===== config.mk =====
export PLATFORM = sky130hd
export DESIGN_NAME = partition_start_locator
export DESIGN_NICKNAME = d
export VERILOG_FILES = /design/src/rtl/psl_pkg.sv /design/src/rtl/psl_step.sv /design/src/rtl/partition_start_locator.sv
export SDC_FILE = /design/constraint.sdc
export NUM_CORES = 1
export LEC_CHECK = 0
export BUFFER_PORTS_ARGS = -buffer_cell sky130_fd_sc_hd__buf_2
export CAP_MARGIN = 10
export CORE_ASPECT_RATIO = 0.7
export CORE_UTILIZATION = 50
export CTS_BUF_LIST = sky130_fd_sc_hd__clkbuf_8
export DETAILED_ROUTE_END_ITERATION = 8
export PLACE_DENSITY_LB_ADDON = 0.2
export SETUP_SLACK_MARGIN = 0.5
export SLEW_MARGIN = 10
export SYNTH_ARGS = -nofsm -noshare
export SYNTH_HDL_FRONTEND = slang
export SYNTH_HIERARCHICAL = 1
export SYNTH_SLANG_ARGS = --single-unit

===== constraint.sdc =====
create_clock -name aclk -period 8.74 [get_ports aclk]
set_input_delay 2.622 -clock aclk [delete_from_list [all_inputs] [get_ports aclk]]
set_output_delay 2.622 -clock aclk [all_outputs]
set_load 0.01 [all_outputs]

===== src/rtl/psl_pkg.sv =====
// Shared types, offsets and codes for the partition start locator.
package psl_pkg;

    typedef struct packed {
        logic [7:0] data_byte;
        logic [8:0] byte_offset;
        logic       read_failed;
    } psl_in_t;

    typedef struct packed {
        logic [31:0] sector_number;
        logic        is_final;
    } psl_out_t;

    // Walk state carried from one byte to the next
    typedef struct packed {
        logic [1:0]  phase;
        logic [7:0]  part_type;
        logic [31:0] captured_lba;
        logic        signature_ok;
    } psl_state_t;

    localparam logic [1:0] PH_MBR     = 2'd0;
    localparam logic [1:0] PH_GPT_HDR = 2'd1;
    localparam logic [1:0] PH_ENTRY   = 2'd2;

    localparam logic [8:0] MBR_TYPE_OFF  = 9'd450;
    localparam logic [8:0] MBR_LBA_OFF   = 9'd454;
    localparam logic [8:0] MBR_SIG_OFF   = 9'd510;
    localparam logic [8:0] GPT_LBA_OFF   = 9'd72;
    localparam logic [8:0] ENTRY_LBA_OFF = 9'd32;
    localparam logic [8:0] LAST_OFF      = 9'd511;
    localparam logic [8:0] MAGIC_LEN     = 9'd8;

    localparam logic [7:0] SIG_LO      = 8'h55;
    localparam logic [7:0] SIG_HI      = 8'hAA;
    localparam logic [7:0] TYPE_GPT    = 8'hEE;
    localparam logic [7:0] TYPE_FAT32  = 8'h0B;
    localparam logic [7:0] TYPE_FAT32L = 8'h0C;
    localparam logic [7:0] TYPE_NTFS   = 8'h07;

    localparam logic [31:0] GPT_HDR_SECTOR = 32'd1;

    localparam psl_state_t STATE_RESET = '{
        phase:        PH_MBR,
        part_type:    8'h00,
        captured_lba: 32'h0000_0000,
        signature_ok: 1'b1
    };

    // GPT header signature "EFI PART"
    function automatic logic [7:0] efi_magic(input logic [2:0] idx);
        logic [7:0] ch;
        case (idx)
            3'd0: ch = 8'h45;
            3'd1: ch = 8'h46;
            3'd2: ch = 8'h49;
            3'd3: ch = 8'h20;
            3'd4: ch = 8'h50;
            3'd5: ch = 8'h41;
            3'd6: ch = 8'h52;
            default: ch = 8'h54;
        endcase
        return ch;
    endfunction

endpackage


===== src/rtl/psl_step.sv =====
// Per-byte next-state and result logic of the partition start locator.
module psl_step (
    input  psl_pkg::psl_state_t cur,
    input  psl_pkg::psl_in_t    item,
    output psl_pkg::psl_state_t nxt,
    output logic                res_valid,
    output psl_pkg::psl_out_t   res
);
    import psl_pkg::*;

    logic [8:0]  grab_base;
    logic [8:0]  grab_diff;
    logic        grab_hit;
    logic [31:0] lba_grabbed;
    logic        sig_ok;
    logic        is_last;
    logic        known_type;

    always_comb begin
        case (cur.phase)
            PH_GPT_HDR: grab_base = GPT_LBA_OFF;
            PH_ENTRY:   grab_base = ENTRY_LBA_OFF;
            default:    grab_base = MBR_LBA_OFF;
        endcase
    end

    // Place one little-endian byte into the word being gathered
    assign grab_diff = item.byte_offset - grab_base;
    assign grab_hit  = (grab_diff < 9'd4);
    always_comb begin
        lba_grabbed = cur.captured_lba;
        if (grab_hit) begin
            case (grab_diff[1:0])
                2'd0:    lba_grabbed[7:0]   = item.data_byte;
                2'd1:    lba_grabbed[15:8]  = item.data_byte;
                2'd2:    lba_grabbed[23:16] = item.data_byte;
                default: lba_grabbed[31:24] = item.data_byte;
            endcase
        end
    end

    assign is_last = (item.byte_offset == LAST_OFF);

    always_comb begin
        nxt        = cur;
        res_valid  = 1'b0;
        res        = '0;
        sig_ok     = cur.signature_ok;
        known_type = 1'b0;

        if (item.read_failed) begin
            res_valid = 1'b1;
            res       = '{sector_number: 32'd0, is_final: 1'b1};
            nxt       = STATE_RESET;
        end else begin
            nxt.captured_lba = lba_grabbed;
            case (cur.phase)
                PH_GPT_HDR: begin
                    if (item.byte_offset < MAGIC_LEN &&
                        item.data_byte != efi_magic(item.byte_offset[2:0])) begin
                        sig_ok = 1'b0;
                    end
                    nxt.signature_ok = sig_ok;
                    if (is_last) begin
                        res_valid = 1'b1;
                        if (!sig_ok) begin
                            res = '{sector_number: 32'd0, is_final: 1'b1};
                            nxt = STATE_RESET;
                        end else begin
                            res = '{sector_number: lba_grabbed, is_final: 1'b0};
                            nxt.phase        = PH_ENTRY;
                            nxt.captured_lba = '0;
                            nxt.signature_ok = 1'b1;
                        end
                    end
                end
                PH_ENTRY: begin
                    if (is_last) begin
                        res_valid = 1'b1;
                        res = '{sector_number: lba_grabbed, is_final: 1'b1};
                        nxt = STATE_RESET;
                    end
                end
                default: begin
                    if (item.byte_offset == MBR_TYPE_OFF) begin
                        nxt.part_type = item.data_byte;
                    end
                    if (item.byte_offset == MBR_SIG_OFF && item.data_byte != SIG_LO) begin
                        sig_ok = 1'b0;
                    end
                    if (is_last && item.data_byte != SIG_HI) begin
                        sig_ok = 1'b0;
                    end
                    nxt.signature_ok = sig_ok;
                    known_type = (cur.part_type == TYPE_FAT32) ||
                                 (cur.part_type == TYPE_FAT32L) ||
                                 (cur.part_type == TYPE_NTFS);
                    if (is_last) begin
                        res_valid = 1'b1;
                        if (sig_ok && cur.part_type == TYPE_GPT) begin
                            res = '{sector_number: GPT_HDR_SECTOR, is_final: 1'b0};
                            nxt.phase        = PH_GPT_HDR;
                            nxt.captured_lba = '0;
                            nxt.signature_ok = 1'b1;
                        end else begin
                            res.is_final      = 1'b1;
                            res.sector_number = (sig_ok && known_type) ? lba_grabbed : 32'd0;
                            nxt = STATE_RESET;
                        end
                    end
                end
            endcase
        end
    end

endmodule


===== src/rtl/partition_start_locator.sv =====
// Top level of the partition start locator: input register, walk state, result register.
//
//  channel | ports                     | payload            | direction
//  --------+---------------------------+--------------------+----------
//  s_      | s_valid, s_ready, s_data  | psl_in_t  (18 b)   | in
//  m_      | m_valid, m_ready, m_data  | psl_out_t (33 b)   | out
//
// One sector byte per transfer, one byte per cycle sustained while no result is held
// back. A byte waits in the input register, where the walk-state update and result
// decision (a compare and a byte insert) run on it and land in the result register,
// so the result of the byte at offset 511 or a failed read passes both registers.
// Reset (aresetn low, synchronous) empties both registers and returns the walk to
// sector 0. A stalled result only holds back a byte that would itself produce a
// result; other bytes keep flowing.
module partition_start_locator (
    input  logic               aclk,
    input  logic               aresetn,
    input  logic               s_valid,
    output logic               s_ready,
    input  psl_pkg::psl_in_t   s_data,
    output logic               m_valid,
    input  logic               m_ready,
    output psl_pkg::psl_out_t  m_data
);
    import psl_pkg::*;

    logic       in_valid_reg;
    logic       in_valid_next;
    psl_in_t    in_data_reg;

    psl_state_t state_reg;
    psl_state_t state_next;
    psl_state_t step_state;

    logic       out_valid_reg;
    logic       out_valid_next;
    psl_out_t   out_data_reg;

    logic       step_res_valid;
    psl_out_t   step_res;
    logic       step_fire;

    psl_step u_step (
        .cur       (state_reg),
        .item      (in_data_reg),
        .nxt       (step_state),
        .res_valid (step_res_valid),
        .res       (step_res)
    );

    // Advance the held byte unless it has a result and the result slot is blocked
    assign step_fire = in_valid_reg && (!step_res_valid || !out_valid_reg || m_ready);
    assign s_ready   = !in_valid_reg || step_fire;

    always_comb begin
        in_valid_next = in_valid_reg;
        if (s_valid && s_ready) begin
            in_valid_next = 1'b1;
        end else if (step_fire) begin
            in_valid_next = 1'b0;
        end
    end

    assign state_next = step_fire ? step_state : state_reg;

    always_comb begin
        out_valid_next = out_valid_reg;
        if (step_fire && step_res_valid) begin
            out_valid_next = 1'b1;
        end else if (m_ready) begin
            out_valid_next = 1'b0;
        end
    end

    always_ff @(posedge aclk) begin
        if (!aresetn) begin
            in_valid_reg  <= 1'b0;
            out_valid_reg <= 1'b0;
            state_reg     <= STATE_RESET;
        end else begin
            in_valid_reg  <= in_valid_next;
            out_valid_reg <= out_valid_next;
            state_reg     <= state_next;
        end
    end

    // Payload registers: load on transfer, hold otherwise
    always_ff @(posedge aclk) begin
        if (s_valid && s_ready) begin
            in_data_reg <= s_data;
        end
        if (step_fire && step_res_valid) begin
            out_data_reg <= step_res;
        end
    end

    assign m_valid = out_valid_reg;
    assign m_data  = out_data_reg;

    // A result comes only from the last byte of a sector or a failed read
    a_result_at_sector_end: assert property (@(posedge aclk) disable iff (!aresetn)
        step_fire && step_res_valid |->
            (in_data_reg.read_failed || in_data_reg.byte_offset == LAST_OFF))
        else $error("result produced mid-sector");

    // Any final answer restarts the walk at sector 0
    a_final_restarts: assert property (@(posedge aclk) disable iff (!aresetn)
        step_fire && step_res_valid && step_res.is_final |=>
            (state_reg.phase == PH_MBR && state_reg.part_type == 8'h00 &&
             state_reg.captured_lba == 32'd0 && state_reg.signature_ok))
        else $error("walk state not cleared after final answer");

    // A read request moves the walk off sector 0
    a_request_advances: assert property (@(posedge aclk) disable iff (!aresetn)
        step_fire && step_res_valid && !step_res.is_final |=>
            (state_reg.phase != PH_MBR && state_reg.captured_lba == 32'd0))
        else $error("read request left walk on sector 0");

    // From sector 0 the only request is for the GPT header
    a_mbr_requests_header: assert property (@(posedge aclk) disable iff (!aresetn)
        step_fire && step_res_valid && !step_res.is_final && state_reg.phase == PH_MBR |->
            step_res.sector_number == GPT_HDR_SECTOR)
        else $error("unexpected sector requested from sector 0");

endmodule


# Word-level counts from Yosys, hierarchy flattened
# Index checks and enable logic that the tools add are counted.
dict set report totals {
  regBits 96
  inputBits 22
  out_inout_bits 35
  wordCells 102
}
dict set report classes {
  add_sub_neg 1
  magnitude_cmp 2
  eq_ne 23
  n_mux 39
  reduce_logical 26
}
# cell count
set ops {}
lappend ops {{two-way mux 43 bit} 4}
lappend ops {{two-way mux 33 bit} 5}
lappend ops {{one-hot mux 43 bit (2 select lines)} 1}
lappend ops {{two-way mux 8 bit} 9}
lappend ops {{one-hot mux 33 bit (2 select lines)} 1}
lappend ops {{two-way mux 32 bit} 2}
lappend ops {{one-hot mux 7 bit (7 select lines)} 1}
lappend ops {{== test 9 bit, second input constant} 3}
lappend ops {{one-hot mux 9 bit (2 select lines)} 1}
lappend ops {{== test 8 x 4 -> 1 bit, second input constant} 2}
lappend ops {{two-way mux 1 bit} 14}
lappend ops {{== test 3 bit, second input constant} 3}
lappend ops {{< comparator 9 x 3 -> 1 bit, second input constant} 1}
lappend ops {{< comparator 9 x 4 -> 1 bit, second input constant} 1}
lappend ops {{subtractor 9 bit} 1}
lappend ops {{== test 8 x 3 -> 1 bit, second input constant} 1}
lappend ops {{== test 8 bit, second input constant} 1}
lappend ops {{logical AND 1 bit} 8}
lappend ops {{inequality test 8 x 7 -> 1 bit, second input constant} 1}
lappend ops {{inequality test 8 bit} 1}
lappend ops {{inequality test 8 bit, second input constant} 1}
lappend ops {{== test 3 x 2 -> 1 bit, second input constant} 2}
lappend ops {{inequality test 3 x 2 -> 1 bit, second input constant} 2}
lappend ops {{nonzero test 2 bit} 3}
lappend ops {{13 further kinds} 22}

# Depth between registers and ports, before layout
dict set report logic_depth {
  depth_word 13
  depth_mapped 15
  mapped_depth_nobuf 14
}

# Hierarchy
# Netlist, hierarchy kept.
# mod instances cells_each area_per_inst_um2 seq_area_each_um2
set by_module_without_submodules {}
lappend by_module_without_submodules {partition_start_locator 1 249 3398.3 2432.3}
lappend by_module_without_submodules {psl_step 1 266 1773.0 0.0}

# Worst setup path before layout
# Ideal clock, no wire load.
dict set report synth_path {
  path_type {input-to-output}
  startpoint {in m_ready}
  endpoint {out s_ready}
  t_arrival_ns 2.848
  required_ns 6.118
  slack_ns 3.270
  stages 2
  n_path_buf 0
  cell_sequence {nor2b_4 -> nand2_1}
}
dict set report synth_via {
  elab_chain_cells 3
}
# item line
set synth_rtl {}
lappend synth_rtl {{start, declared} partition_start_locator.sv:22} ;# input logic m_ready,
lappend synth_rtl {{logical OR 1 bit} partition_start_locator.sv:52} ;# assign step_fire = in_valid_reg && (!step_res_valid || !out_valid_reg || m_ready);
lappend synth_rtl {{logical AND 1 bit} partition_start_locator.sv:52}
lappend synth_rtl {{logical OR 1 bit} partition_start_locator.sv:53} ;# assign s_ready = !in_valid_reg || step_fire;
lappend synth_rtl {{end, declared} partition_start_locator.sv:19} ;# output logic s_ready,
# No other way between the ends.

# Worst setup path after layout
# Ends and elaborated chain as after synthesis.

==> impl_metrics.tcl <==
set metrics [dict create \
    floorplan.initialDensity_pct 52.4 \
    worst-path-buf-inv 2 \
    cts_setup_buffers 0 \
    grt_pass1_wl_mm 18.0 \
    largest_register_ffs 43 \
    drt_iter0_drc 266 \
    via_per_inst 5.66 \
    holdBufCountCts 0 \
    slowest_delay_ns 0.16 \
    timing.final.crit_share_pct 65.7 \
    finalSetupViolations 0 \
    clkLatencyLatePin_ns 0.38 \
    hold_violations 0 \
    worstPathMaxFanout 4 \
    synthCells 515 \
    grt_pass1_vias 3616 \
    crit_slowest_cell "nor2b_4" \
    synth_edf_count 51 \
    cts_buffer_depth 2 \
    yosys.area.top_type "edfxtp_1" \
    cts_resized 0 \
    syn_avg_cell_area_um2 10.0 \
    cts_max_level 3 \
    wl_per_cell_um 16.5 \
    clk_pin_slew_ns 0.09 \
    end_kind "output port" \
    io_pins 57 \
    arrival_ns 3.12 \
    min_path_type "reg -> reg" \
    nets 583 \
    path_cells "buf_2 -> nor2b_4 -> nand2_1 -> buf_2" \
    syn_to_final_growth_pct 8.81 \
    root_buffer "clkbuf_8" \
    cts_tree "built" \
    synthesis.nets 547 \
    layout.cells.non_filler 684 \
    clock-sinks 96 \
    grt_usage_pct 22.6 \
    path_class "in -> out" \
    synth_area_leaders "edfxtp_1 30%, dfxtp_1 17%, mux2i_1 15%, nand2_1 6.9%, nor2_1 5.5%" \
    peakVddDrop_uv 129 \
    drive_gt1_share_pct 16.2 \
    cts_made_buffers 9 \
    vias 3871 \
    dp_cells 668 \
    setup_tns_ns 0 \
    crit_family "buffers and inverters" \
    diodes 0 \
    die_h_um 87.1 \
    antenna_found_initial 0 \
    syn_area_um2 5170 \
    die-area_um2 10800 \
    synth_seq_cells 96 \
    leakagePower_uw 0.00212 \
    p_per_area_nw_per_um2 153 \
    ant_nets 0 \
    dr.pass1.iters 7 \
    slew_viol_final 0 \
    cp_common_cell "buf_2" \
    worstSetupStartpointType "primary input" \
    relSlewSlack_pct 19.5 \
    period_minus_slack_ns 5.74 \
    io_buffer_count 56 \
    fmax_mhz 174 \
    ys_async_sr_fraction_pct 0 \
    tightest_slew_ns 1.21 \
    maxCapViolations 0 \
    place_hpwl_mm 7.51 \
    skew_ns 0.0127 \
    grt_max_degree 89 \
    die_x_um 124 \
    synth_top_area_share_pct 29.6 \
    worstPathRequired_ns 6.12 \
    synth_commonest_cells "95 x nand2_1, 76 x mux2i_1, 76 x nor2_1" \
    rows 30 \
    yosysWarnings 6 \
    routed_wl_mm 11.3 \
    rsz0062_at_grt "no" \
    status "complete, no violations" \
    nFillCells 892 \
    gp_congestion 0.840 \
    ys_types 61 \
    drc 0 \
    yosysMostFrequentCell "nand2_1" \
    synth_ff_type "edfxtp_1" \
    grt_overflow 0 \
    coreArea_um2 9870 \
    synth-seq-area-share_pct 47.0 \
]
[final cells by class]
class	count	area [um^2]	area share, %
multi-input combinational	374	2470	43.9
sequential	96	2430	43.2
timing repair buffer	61	318	5.65
tap	128	160	2.85
clock buffer	10	138	2.45
clock inverter	6	75.1	1.33
inverter	9	33.8	0.600
[final timing paths]
check	from	endpoint	slack, ns	cells after the start
worst min-delay path	state_reg[28]	state_reg[28]	0.46	2
worst max-delay path	m_ready	s_ready	3.00	4
worst max register to register	state_reg[41]	m_data[28]	4.60	13
worst min register to register	state_reg[28]	state_reg[28]	0.46	2
[through the flow]
step | worst slack, ns | hold WS [ns] | utilization (%) | area (um^2) | total power (uW)
3_3_place_gp | 3.01 | 0.441 | 54.8 | 5410 | 561
2_1_floorplan | 3.27 | 0.434 | - | 5170 | 549
3_5_place_dp | 3.00 | 0.454 | 54.8 | 5410 | 563
5_1_grt | 2.97 | 0.488 | 57.0 | 5630 | 896
4_1_cts | 3.00 | 0.467 | 57.0 | 5630 | 869
6_report | 3.00 | 0.463 | 57.0 | 5630 | 863
[metal layers]
metal	vias to the layer above	GRT usage (%)	part of all wire [%]
li1	1871	-	-
met1	1884	31.0	47
met2	105	34.9	46
met3	11	5.56	5.6
met4	0	7.45	1.1
met5	-	0	0
[cell usage in the layout, fill, tap and decap left out, types with 3 or more instances in the layout]
cell type / netlist / routed
o21ai_0: 9 / 9
a21boi_0: 3 / 3
nand4_1: 3 / 3
nor2b_1: 6 / 6
and3b_1: 3 / 3
or3_1: 3 / 3
nand3b_1: 3 / 3
nand2b_1: 4 / 4
nor3_1: 6 / 6
xor2_1: 5 / 5
nor2_1: 76 / 76
mux2i_1: 76 / 76
nand2_1: 95 / 95
ha_1: 9 / 9
buf_4: 4 / 5
or4_1: 4 / 4
a22o_1: 8 / 8
clkbuf_8: 0 / 10
dfxtp_1: 45 / 45
xnor2_1: 6 / 6
and2_1: 3 / 3
a21oi_1: 6 / 6
a31oi_1: 3 / 3
nor3b_1: 3 / 3
buf_2: 9 / 56
edfxtp_1: 51 / 51
inv_1: 9 / 9
[power breakdown]
group          leakage [uW]  total [uW]  internal, uW  switching (uW)
Combinational       0.00112        58.8          23.3            35.5
Sequential         0.000894         494           480            13.9
Clock              0.000105         310           144             166
Total               0.00212         863           648             215
[worst reg2reg max path: stages, from the launching register on]
cell      delay, ns
dfxtp_1        0.40
inv_1          0.08
ha_1           0.53
ha_1           0.22
inv_1          0.05
fa_1           0.43
a211o_1        0.32
a311oi_2       0.30
xnor2_1        0.13
nor4b_4        0.41
nor4b_2        0.32
buf_4          0.25
mux2i_1        0.30
nor2_1         0.11
[cells by family after synthesis]
group | synth area share (%)
buffers and inverters | 5.35
AO/OA/AOI/OAI | 7.65
AND/OR/NAND/NOR | 20.8
multiplexers | 14.7
adder cells (fa/ha/maj) | 2.56
flip-flops | 47.0
XOR/XNOR | 1.86
Note: power is estimated with default switching activity, not from simulation.
